===== src/design/link_layer_ip_header_locator_defines.svh =====
// ----------------------------------------------------------------------------
// link_layer_ip_header_locator_defines
// assertion macros used by the locator top module
// ----------------------------------------------------------------------------
`ifndef LINK_LAYER_IP_HEADER_LOCATOR_DEFINES_SVH
`define LINK_LAYER_IP_HEADER_LOCATOR_DEFINES_SVH

// same-cycle implication, checked out of reset
`define LLHL_ASSERT_IMP(label, ante, cons, msg) \
	label: assert property (@(posedge clk) disable iff (!arst_n) (ante) |-> (cons)) \
		else $error(msg);

// next-cycle implication, checked out of reset
`define LLHL_ASSERT_NXT(label, ante, cons, msg) \
	label: assert property (@(posedge clk) disable iff (!arst_n) (ante) |=> (cons)) \
		else $error(msg);

`endif


===== src/design/llhl_pkg.sv =====
// ----------------------------------------------------------------------------
// llhl_pkg
// types, codes and constants of the link-layer ip header locator
// ----------------------------------------------------------------------------
package llhl_pkg;

	// link type register codes
	localparam logic [3:0] LINK_RAW      = 4'd0;
	localparam logic [3:0] LINK_HOST_RAW = 4'd1;
	localparam logic [3:0] LINK_ETHER    = 4'd2;
	localparam logic [3:0] LINK_FDDI     = 4'd3;
	localparam logic [3:0] LINK_ATM      = 4'd4;
	localparam logic [3:0] LINK_SUNATM   = 4'd5;
	localparam logic [3:0] LINK_COOKED   = 4'd6;
	localparam logic [3:0] LINK_HDLC     = 4'd7;
	localparam logic [3:0] LINK_WIFI     = 4'd8;
	localparam logic [3:0] LINK_PRISM    = 4'd9;
	localparam logic [3:0] LINK_RESET    = LINK_HOST_RAW;

	// protocol constants
	localparam logic [15:0] ETYPE_IPV4   = 16'h0800;
	localparam logic [15:0] ETYPE_IPV6   = 16'h86dd;
	localparam logic [15:0] ETYPE_VLAN   = 16'h8100;
	localparam logic [15:0] LLC_SNAP     = 16'haaaa;
	localparam logic [15:0] LLC_NLPID    = 16'h0606;
	localparam logic [23:0] OUI_ENCAP    = 24'h000000;
	localparam logic [23:0] OUI_BRIDGE   = 24'h0000f8;
	localparam logic [23:0] OUI_8021     = 24'h0080c2;
	localparam logic [15:0] PID_ETH_FCS  = 16'h0001;
	localparam logic [15:0] PID_ETH      = 16'h0007;
	localparam logic [15:0] PID_FDDI_FCS = 16'h0004;
	localparam logic [15:0] PID_FDDI     = 16'h000a;
	localparam logic [3:0]  IP_V4        = 4'd4;
	localparam logic [3:0]  IP_V6        = 4'd6;
	localparam logic [5:0]  IPV6_HDR     = 6'd40;

	// parse layer of one decapsulation chain
	typedef enum logic [2:0] {
		K_ETHER,
		K_ETHER_NV,
		K_VLAN,
		K_FDDI,
		K_ATM,
		K_WIFI,
		K_IP,
		K_FAIL
	} kind_t;

	// verdict of one chain at the frame end
	typedef struct packed {
		logic        found;
		logic [8:0]  offset;
		logic [3:0]  version;
		logic [5:0]  hbytes;
		logic [31:0] dst;
	} chain_res_t;

	// one chain per distinct starting point
	localparam int NCHAIN     = 9;
	localparam int CH_RAW     = 0;
	localparam int CH_ETHER   = 1;
	localparam int CH_FDDI    = 2;
	localparam int CH_ATM     = 3;
	localparam int CH_SUNATM  = 4;
	localparam int CH_COOKED  = 5;
	localparam int CH_HDLC    = 6;
	localparam int CH_WIFI    = 7;
	localparam int CH_PRISM   = 8;

	function automatic kind_t chain_kind(input int i);
		kind_t k;
		case (i)
			CH_RAW:    k = K_IP;
			CH_ETHER:  k = K_ETHER;
			CH_FDDI:   k = K_FDDI;
			CH_ATM:    k = K_ATM;
			CH_SUNATM: k = K_ATM;
			CH_COOKED: k = K_ETHER_NV;
			CH_HDLC:   k = K_ETHER_NV;
			CH_WIFI:   k = K_WIFI;
			CH_PRISM:  k = K_WIFI;
			default:   k = K_FAIL;
		endcase
		return k;
	endfunction

	// layer position: type field for ethernet-like layers, else layer start
	function automatic int chain_start(input int i);
		int s;
		case (i)
			CH_ETHER:  s = 12;
			CH_SUNATM: s = 4;
			CH_COOKED: s = 14;
			CH_HDLC:   s = 2;
			CH_PRISM:  s = 144;
			default:   s = 0;
		endcase
		return s;
	endfunction

	function automatic logic is_ip(input logic [15:0] t);
		return (t == ETYPE_IPV4) || (t == ETYPE_IPV6);
	endfunction

endpackage


===== src/design/link_layer_ip_header_locator.sv =====
// result: registered, valid in the cycle after the last byte of a frame is accepted
// throughput: one frame byte per cycle unless an untaken result holds in_ready low, frames back to back with no gap
// every link type is walked in parallel, the register picks the chain at the last byte
// reset: link type host raw, byte count zero, all chains at their start, no result
// ----------------------------------------------------------------------------
// link_layer_ip_header_locator
// finds the ipv4 or ipv6 header behind a configurable link layer, one result
// per frame
// ----------------------------------------------------------------------------
`include "link_layer_ip_header_locator_defines.svh"

module link_layer_ip_header_locator import llhl_pkg::*; #(
	parameter int MAX_FRAME_BYTES   = 65535,
	parameter int MAX_HEADER_OFFSET = 511
) (
	input  logic        clk,
	input  logic        arst_n,
	input  logic        cfg_we,
	input  logic [3:0]  cfg_wdata,
	input  logic        in_valid,
	output logic        in_ready,
	input  logic [7:0]  frame_byte,
	input  logic        end_of_frame,
	output logic        out_valid,
	input  logic        out_ready,
	output logic        ip_found,
	output logic [8:0]  ip_offset,
	output logic [3:0]  ip_version,
	output logic [5:0]  ip_header_bytes,
	output logic [31:0] ipv4_destination
);

	localparam int LW = $clog2(MAX_FRAME_BYTES + 1);
	localparam int PW = $clog2(MAX_HEADER_OFFSET + 65);

	logic [3:0]    link_type_q;
	logic [LW-1:0] pos_q, len;
	logic [63:0]   win_q, win_d;
	logic          acc, counted, eof;
	chain_res_t    res [NCHAIN];
	chain_res_t    sel, out_q;
	logic          out_valid_q;

	assign in_ready = !out_valid_q || out_ready;
	assign acc      = in_valid && in_ready;
	assign eof      = acc && end_of_frame;
	assign counted  = 32'(pos_q) < MAX_FRAME_BYTES;
	assign len      = counted ? pos_q + LW'(1) : pos_q;
	assign win_d    = {win_q[55:0], frame_byte};

	// link type register
	always_ff @(posedge clk or negedge arst_n) begin
		if (!arst_n) link_type_q <= LINK_RESET;
		else if (cfg_we) link_type_q <= cfg_wdata;
	end

	// byte count and byte window
	always_ff @(posedge clk or negedge arst_n) begin
		if (!arst_n) begin
			pos_q <= '0;
			win_q <= '0;
		end else if (acc) begin
			win_q <= win_d;
			pos_q <= end_of_frame ? '0 : len;
		end
	end

	// one decapsulation chain per starting point
	for (genvar g = 0; g < NCHAIN; g++) begin : g_chain
		llhl_chain #(
			.MAX_HDR    (MAX_HEADER_OFFSET),
			.PW         (PW),
			.LW         (LW),
			.START_KIND (chain_kind(g)),
			.START_POS  (chain_start(g))
		) u_chain (
			.clk    (clk),
			.arst_n (arst_n),
			.step   (acc && counted),
			.eof    (eof),
			.pos    (pos_q),
			.len    (len),
			.win    (win_d),
			.res    (res[g])
		);
	end

	// chain select by link type
	always_comb begin
		case (link_type_q)
			LINK_RAW, LINK_HOST_RAW: sel = res[CH_RAW];
			LINK_ETHER:              sel = res[CH_ETHER];
			LINK_FDDI:               sel = res[CH_FDDI];
			LINK_ATM:                sel = res[CH_ATM];
			LINK_SUNATM:             sel = res[CH_SUNATM];
			LINK_COOKED:             sel = res[CH_COOKED];
			LINK_HDLC:               sel = res[CH_HDLC];
			LINK_WIFI:               sel = res[CH_WIFI];
			LINK_PRISM:              sel = res[CH_PRISM];
			default:                 sel = '0;
		endcase
	end

	// result register
	always_ff @(posedge clk or negedge arst_n) begin
		if (!arst_n) out_valid_q <= 1'b0;
		else if (eof) out_valid_q <= 1'b1;
		else if (out_ready) out_valid_q <= 1'b0;
	end

	always_ff @(posedge clk) begin
		if (eof) out_q <= sel;
	end

	assign out_valid        = out_valid_q;
	assign ip_found         = out_q.found;
	assign ip_offset        = out_q.offset;
	assign ip_version       = out_q.version;
	assign ip_header_bytes  = out_q.hbytes;
	assign ipv4_destination = out_q.dst;

	`LLHL_ASSERT_NXT(a_eof_gives_result, eof, out_valid, "frame end without a result")
	`LLHL_ASSERT_IMP(a_found_version, out_valid && ip_found,
		ip_version == IP_V4 || ip_version == IP_V6, "found header with bad version")
	`LLHL_ASSERT_IMP(a_none_zero, out_valid && !ip_found,
		ip_offset == '0 && ip_version == '0 && ip_header_bytes == '0
		&& ipv4_destination == '0, "no header but nonzero fields")
	`LLHL_ASSERT_IMP(a_v6_fields, out_valid && ip_found && ip_version == IP_V6,
		ip_header_bytes == IPV6_HDR && ipv4_destination == '0, "ipv6 result fields wrong")

endmodule


===== src/design/llhl_chain.sv =====
// ----------------------------------------------------------------------------
// llhl_chain
// streaming walk of one nested encapsulation from a fixed start, capturing the
// ip header as it streams past, with the length check done on the last byte
// ----------------------------------------------------------------------------
module llhl_chain import llhl_pkg::*; #(
	parameter int    MAX_HDR    = 511,
	parameter int    PW         = 10,
	parameter int    LW         = 16,
	parameter kind_t START_KIND = K_IP,
	parameter int    START_POS  = 0
) (
	input  logic             clk,
	input  logic             arst_n,
	input  logic             step,
	input  logic             eof,
	input  logic [LW-1:0]    pos,
	input  logic [LW-1:0]    len,
	input  logic [63:0]      win,
	output chain_res_t       res
);

	localparam int HEAD = MAX_HDR + 64;

	kind_t          kind_q, kind_d;
	logic [PW-1:0]  at_q, at_d, min_q, min_d, p;
	logic [7:0]     first_q, first_d;
	logic           fok_q, fok_d, in_head;
	logic [31:0]    dst_q, dst_d;
	logic [15:0]    t16;
	logic [7:0]     b0, b1;
	logic [23:0]    oui;
	logic [3:0]     hl;
	logic [5:0]     hb;

	assign in_head = 32'(pos) < HEAD;
	assign p       = PW'(pos);
	assign t16     = win[15:0];
	assign b0      = win[15:8];
	assign b1      = win[7:0];
	assign oui     = win[39:16];

	// layer walk on the current byte
	always_comb begin
		kind_d  = kind_q;
		at_d    = at_q;
		min_d   = min_q;
		first_d = first_q;
		fok_d   = fok_q;
		dst_d   = dst_q;
		if (step && in_head) begin
			case (kind_q)
				K_FDDI: begin
					if (p == at_q) begin
						if (b1[7:3] == 5'b01010) begin
							kind_d = K_ATM;
							at_d   = at_q + PW'(13);
							min_d  = (min_q > at_q + PW'(21)) ? min_q : at_q + PW'(21);
						end else begin
							kind_d = K_FAIL;
						end
					end
				end
				K_ATM: begin
					if (p == at_q + PW'(1)) begin
						if (t16 == LLC_NLPID) begin
							kind_d = K_IP;
							at_d   = at_q + PW'(4);
							min_d  = (min_q > at_q + PW'(4)) ? min_q : at_q + PW'(4);
						end else if (t16 != LLC_SNAP) begin
							kind_d = K_FAIL;
						end
					end else if (p == at_q + PW'(7)) begin
						if (oui == OUI_ENCAP || oui == OUI_BRIDGE) begin
							// embedded ethernet whose type field is the pid
							if (is_ip(t16)) begin
								kind_d = K_IP;
								at_d   = at_q + PW'(8);
							end else if (t16 == ETYPE_VLAN) begin
								kind_d = K_VLAN;
								at_d   = at_q + PW'(6);
							end else begin
								kind_d = K_FAIL;
							end
						end else if (oui == OUI_8021 && (t16 == PID_ETH_FCS || t16 == PID_ETH)) begin
							kind_d = K_ETHER;
							at_d   = at_q + PW'(20);
						end else if (oui == OUI_8021
							&& (t16 == PID_FDDI_FCS || t16 == PID_FDDI)) begin
							kind_d = K_FDDI;
							at_d   = at_q + PW'(9);
						end else begin
							kind_d = K_FAIL;
						end
					end
				end
				K_WIFI: begin
					if (p == at_q + PW'(1)) begin
						if ((b0 & 8'h0c) == 8'h08) begin
							kind_d = K_ATM;
							at_d   = at_q + ((b1[1:0] == 2'b11) ? PW'(30) : PW'(24));
							min_d  = (min_q > at_q + PW'(24)) ? min_q : at_q + PW'(24);
						end else begin
							kind_d = K_FAIL;
						end
					end
				end
				K_ETHER, K_ETHER_NV: begin
					if (p == at_q + PW'(1)) begin
						if (is_ip(t16)) begin
							kind_d = K_IP;
							at_d   = at_q + PW'(2);
						end else if (t16 == ETYPE_VLAN && kind_q == K_ETHER) begin
							kind_d = K_VLAN;
						end else begin
							kind_d = K_FAIL;
						end
					end
				end
				K_VLAN: begin
					if (p == at_q + PW'(5)) begin
						if (is_ip(t16)) begin
							kind_d = K_IP;
							at_d   = at_q + PW'(6);
						end else begin
							kind_d = K_FAIL;
						end
					end
				end
				K_IP: begin
					if (p == at_q) begin
						first_d = b1;
						fok_d   = 1'b1;
					end
					if (p >= at_q + PW'(16) && p <= at_q + PW'(19))
						dst_d = {dst_q[23:0], b1};
				end
				default: ;
			endcase
			// too deep a layer or header
			case (kind_d)
				K_FDDI, K_ATM, K_WIFI, K_IP:
					if (32'(at_d) > MAX_HDR) kind_d = K_FAIL;
				K_ETHER, K_ETHER_NV, K_VLAN:
					if (32'(at_d) > MAX_HDR + 12) kind_d = K_FAIL;
				default: ;
			endcase
		end
	end

	// header check against the frame length
	assign hl = first_d[3:0];
	assign hb = {hl, 2'b00};

	always_comb begin
		res = '0;
		if (kind_d == K_IP && fok_d && 32'(len) >= 32'(min_d)) begin
			if (first_d[7:4] == IP_V4 && hl >= 4'd5 && 32'(at_d) + 32'(hb) <= 32'(len)) begin
				res.found   = 1'b1;
				res.offset  = at_d[8:0];
				res.version = IP_V4;
				res.hbytes  = hb;
				res.dst     = dst_d;
			end else if (first_d[7:4] == IP_V6 && 32'(at_d) + 32'd40 <= 32'(len)) begin
				res.found   = 1'b1;
				res.offset  = at_d[8:0];
				res.version = IP_V6;
				res.hbytes  = IPV6_HDR;
			end
		end
	end

	// chain state, restarted after each frame
	always_ff @(posedge clk or negedge arst_n) begin
		if (!arst_n) begin
			kind_q  <= START_KIND;
			at_q    <= PW'(START_POS);
			min_q   <= '0;
			fok_q   <= 1'b0;
			first_q <= '0;
			dst_q   <= '0;
		end else if (eof) begin
			kind_q  <= START_KIND;
			at_q    <= PW'(START_POS);
			min_q   <= '0;
			fok_q   <= 1'b0;
			first_q <= '0;
			dst_q   <= '0;
		end else begin
			kind_q  <= kind_d;
			at_q    <= at_d;
			min_q   <= min_d;
			fok_q   <= fok_d;
			first_q <= first_d;
			dst_q   <= dst_d;
		end
	end

endmodule

===== config.mk =====
export PLATFORM = sky130hd
export DESIGN_NAME = link_layer_ip_header_locator
export DESIGN_NICKNAME = d
export VERILOG_FILES = /design/src/design/llhl_pkg.sv /design/src/design/link_layer_ip_header_locator.sv /design/src/design/llhl_chain.sv
export VERILOG_INCLUDE_DIRS = /design/src /design/src/design
export SDC_FILE = /design/constraint.sdc
export NUM_CORES = 2
export LEC_CHECK = 0
export BUFFER_PORTS_ARGS = -buffer_cell sky130_fd_sc_hd__buf_2
export CORE_MARGIN = 2
export CORE_UTILIZATION = 40
export CTS_CLUSTER_DIAMETER = 50
export DETAILED_ROUTE_END_ITERATION = 6
export SLEW_MARGIN = 20
export SYNTH_ARGS = -nofsm -noshare
export SYNTH_HDL_FRONTEND = slang
export SYNTH_SLANG_ARGS = --single-unit

===== constraint.sdc =====
create_clock -name clk -period 8 [get_ports clk]
set_input_delay 0.8 -clock clk [delete_from_list [all_inputs] [get_ports clk]]
set_output_delay 0.8 -clock clk [all_outputs]
set_load 0.1 [all_outputs]

==> run metrics <==
Critical R2R Capture ip_offset[8]; CP Max Fanout 19; CORE AREA 0.202 mm²; syn_area_per_cell 7.84 µm²; root buf cell clkbuf_16; total gr overflow 0; worst rel slew slack 22.7%; vias in the first global route 87500; drt total wl around 470000 µm; Max Cap Viol 0; Hold EP link_type_q[2]; Clock Sink Count just under 700; yosys warns 0; drt wl/cell ~34 µm; post-layout min period between 7 and 8 ns; HP Class primary input to flip-flop; final period utilization ~98%; global placement routability congestion ~1.1; hold wc startpoint cfg_wdata[2]; Hold Fails Final Rpt 0; largest net degree at the start of global routing approximately 150; final hold slack 0.240 ns; CTS tree built; leakage ~43 nW; Clock Latency Late Sink 0.83 ns; Async SR Flop Fraction between 90% and 100%; clk_skew 0.0927 ns; critical path's slowest cell o41ai_1; Synth Instances about 10000; # IOs slightly above 70; sequential area share after synthesis 21.1%; worst vdd ir 0.215 mV; nets roughly 12000; die width around 460 µm; FILL cells approximately 20000; max-slew violations 0; violated checks DRC; H-tree lvl count 3; antenna violation net count after detailed routing 0; flop2flop setup slack between 0.1 and 0.15 ns; DP HPWL approximately 360000 µm; crit path launch type flip-flop; maximum clock frequency roughly 130 MHz; RSZ-0062 raised after global routing true; clock power share 18.2%; initial drt markers 12900; critical path type flip-flop to flip-flop; CTS Buf Count 113; Power Total 28.3 mW; worst flop-to-flop path startpoint pos_q[7]; Setup violations, final 0; slew at the pin closest to its max-slew limit between 1 and 1.5 ns; Seq pwr share 16.7%; Crit. End Element flip-flop; DRT Pass-1 Iters 7; dpl cells approximately 14000; initial antenna violation count 44; Cell Count, Final, Fillers Out 13800; GRT Overall Usage a little over two fifths; full die area between 0.2 and 0.25 mm²; max incr delay on CP around 0.66 ns; switching portion of total power approximately half; clk buf depth 3; Mapped Area 0.0815 mm²; status finished with violations; power share of the combinational group about two thirds; FF-to-FF path depth 26; Vias ~90000; top_reg_cell synth dfrtp_1; Avg Vias per Cell around 6.6; die span in y roughly 460 µm; layout cells sized above 1 roughly 17%; Netlist cell types 112; internal cell power around 14 mW; initial core utilization 40.3%; Area Growth Syn to Fin 18.8%; DRC 8; first-pass GRT wire length approximately 650000 µm; number of port buffers 67; Seq cells post-synth 676; Post-synth EDFFs 47; WP data required 8.53 ns; Crit path top cell by count buf_4; power density over the cells between 200 and 300 mW/mm²; Worst Hold Path Cells 2; Worst EP arrival between 8 and 9 ns; # rows roughly 170; Net Sw Power around 15 mW; clock slew at reported path FFs roughly 0.05 ns
critical path: cells and delay by family, from the launching register on:
family	cells	cell delay [ns]
AOI/OAI and AO/OA	10	3.17
and+or+nand+nor	9	1.91
buffers and inverters	4	1.17
DFF	1	0.61
xor gates and xnor gates	2	0.37
adders and majority gates	1	0.32
logic make-up (layout without fill, tap and decap cells):
family	after synthesis	in the layout	synth area share, %
and+or+nand+nor	3704	3704	22.1
AOI/OAI and AO/OA	2902	2902	24.0
buffers and inverters	1008	1748	4.81
adders and majority gates	955	955	14.8
xor gates and xnor gates	780	780	8.48
DFF	676	676	21.1
muxes	374	374	4.77
other	1	36	0.00460
layout by cell type (no fill, tap or decap), types with 199 or more instances in the layout:
master,netlist,routed
inv_1,282,272
o21ai_0,507,502
ha_1,928,915
a21oi_1,758,753
nor3_1,267,255
buf_4,10,1096
xor2_1,235,226
mux2i_1,264,263
and2_1,201,199
nand3_1,275,272
nor2_1,1109,1104
xnor2_1,539,527
nand2_1,882,878
dfrtp_1,607,589
sequential cells by signal, summed over array words and instances, names as in the netlist, 4 cells and up:
| name | cells |
|---|---|
| pos_q | 16 |
| ip_offset | 9 |
| g_chain.u_chain.min_q | 90 |
| win_q | 32 |
| link_type_q | 4 |
| g_chain.u_chain.fok_q | 9 |
| g_chain.u_chain.kind_q | 27 |
| ipv4_destination | 32 |
| g_chain.u_chain.dst_q | 288 |
| ip_header_bytes | 4 |
| g_chain.u_chain.first_q | 72 |
| g_chain.u_chain.at_q | 90 |
synth_stat cells, types with 109 or more instances:
library cell,n,area share [%]
o21ai_0,507,3.1
nand2_1,882,4.1
mux2_2,109,1.5
a31oi_1,125,0.96
nor2_1,1109,5.1
inv_1,282,1.3
nor4_1,109,0.84
a21o_1,192,1.8
buf_1,110,0.51
mux2i_1,264,3.2
nand4_1,194,1.5
nand3_1,275,1.7
dfrtp_1,607,19
o22ai_1,119,0.91
xor2_1,235,2.5
clkbuf_1,517,2.4
and2_1,201,1.5
nor3_1,267,1.6
a21oi_1,758,4.7
o211ai_1,115,1.1
xnor2_1,539,5.8
ha_1,928,14
nor2b_1,164,1.3
metal layers:
metal	vias up	global-route usage (%)	share of wire, %
met1	44900	56.6	40
met5	-	0	0.069
li1	39700	-	-
met2	5940	61.0	40
met4	38	26.1	7.4
met3	1436	13.5	12
what timing repair did:
action                                  CTS  global route
hold endpoints to repair                 42             0
gates resized for setup                   7           114
pin swaps                                 0             7
endpoints found under the setup margin   15            47
hold buffers                              1             0
setup buffers                             4            14
worst max-delay path by stage:
stage	startpoint	to	slack (ns)	depth (start not counted)
2_1_floorplan	g_chain[3].u_chain.at_q[2]	ip_offset[6]	0.08	32
3_3_place_gp	frame_byte[1]	ip_header_bytes[3]	-0.49	29
3_5_place_dp	frame_byte[1]	ip_header_bytes[3]	-0.54	29
4_1_cts	pos_q[6]	ip_header_bytes[3]	0.0005	31
5_1_grt	g_chain[3].u_chain.at_q[1]	ip_offset[5]	-0.13	36
6_report	pos_q[7]	ip_offset[8]	0.13	26
power by group through the flow:
stage / logic (mW) / registers, mW / clock network [mW]
2_1_floorplan: 10.7 / 4.25 / 0
3_3_place_gp: 17.4 / 4.72 / 0
3_5_place_dp: 17.5 / 4.71 / 0
4_1_cts: 17.6 / 4.66 / 5.22
5_1_grt: 19.5 / 4.75 / 5.36
6_report: 18.4 / 4.73 / 5.15
final cells by class:
type                    instances  area (µm²)  area share, %
multi-input cells            8719       61300           63.3
flip-flops and latches        676       17200           17.8
repair buffers               1227        9790           10.1
well taps                    2672        3340           3.45
clock buffers                 141        3020           3.12
inverters                     306        1170           1.21
clock inverters                74         948          0.979
diodes                         32        80.1         0.0827
through the flow:
step / worst slack (ns) / setup TNS (ns) / instance area (µm²) / utilization [%]
2_1_floorplan: 0.0822 / 0 / 81600 / -
3_3_place_gp: -0.486 / -5.17 / 92200 / 45.6
3_5_place_dp: -0.543 / -7.24 / 92200 / 45.6
4_1_cts: 0.000490 / 0 / 96200 / 47.6
5_1_grt: -0.132 / -0.601 / 96800 / 47.8
6_report: 0.127 / 0 / 96900 / 47.9
Note: power is estimated with default switching activity, not from simulation.
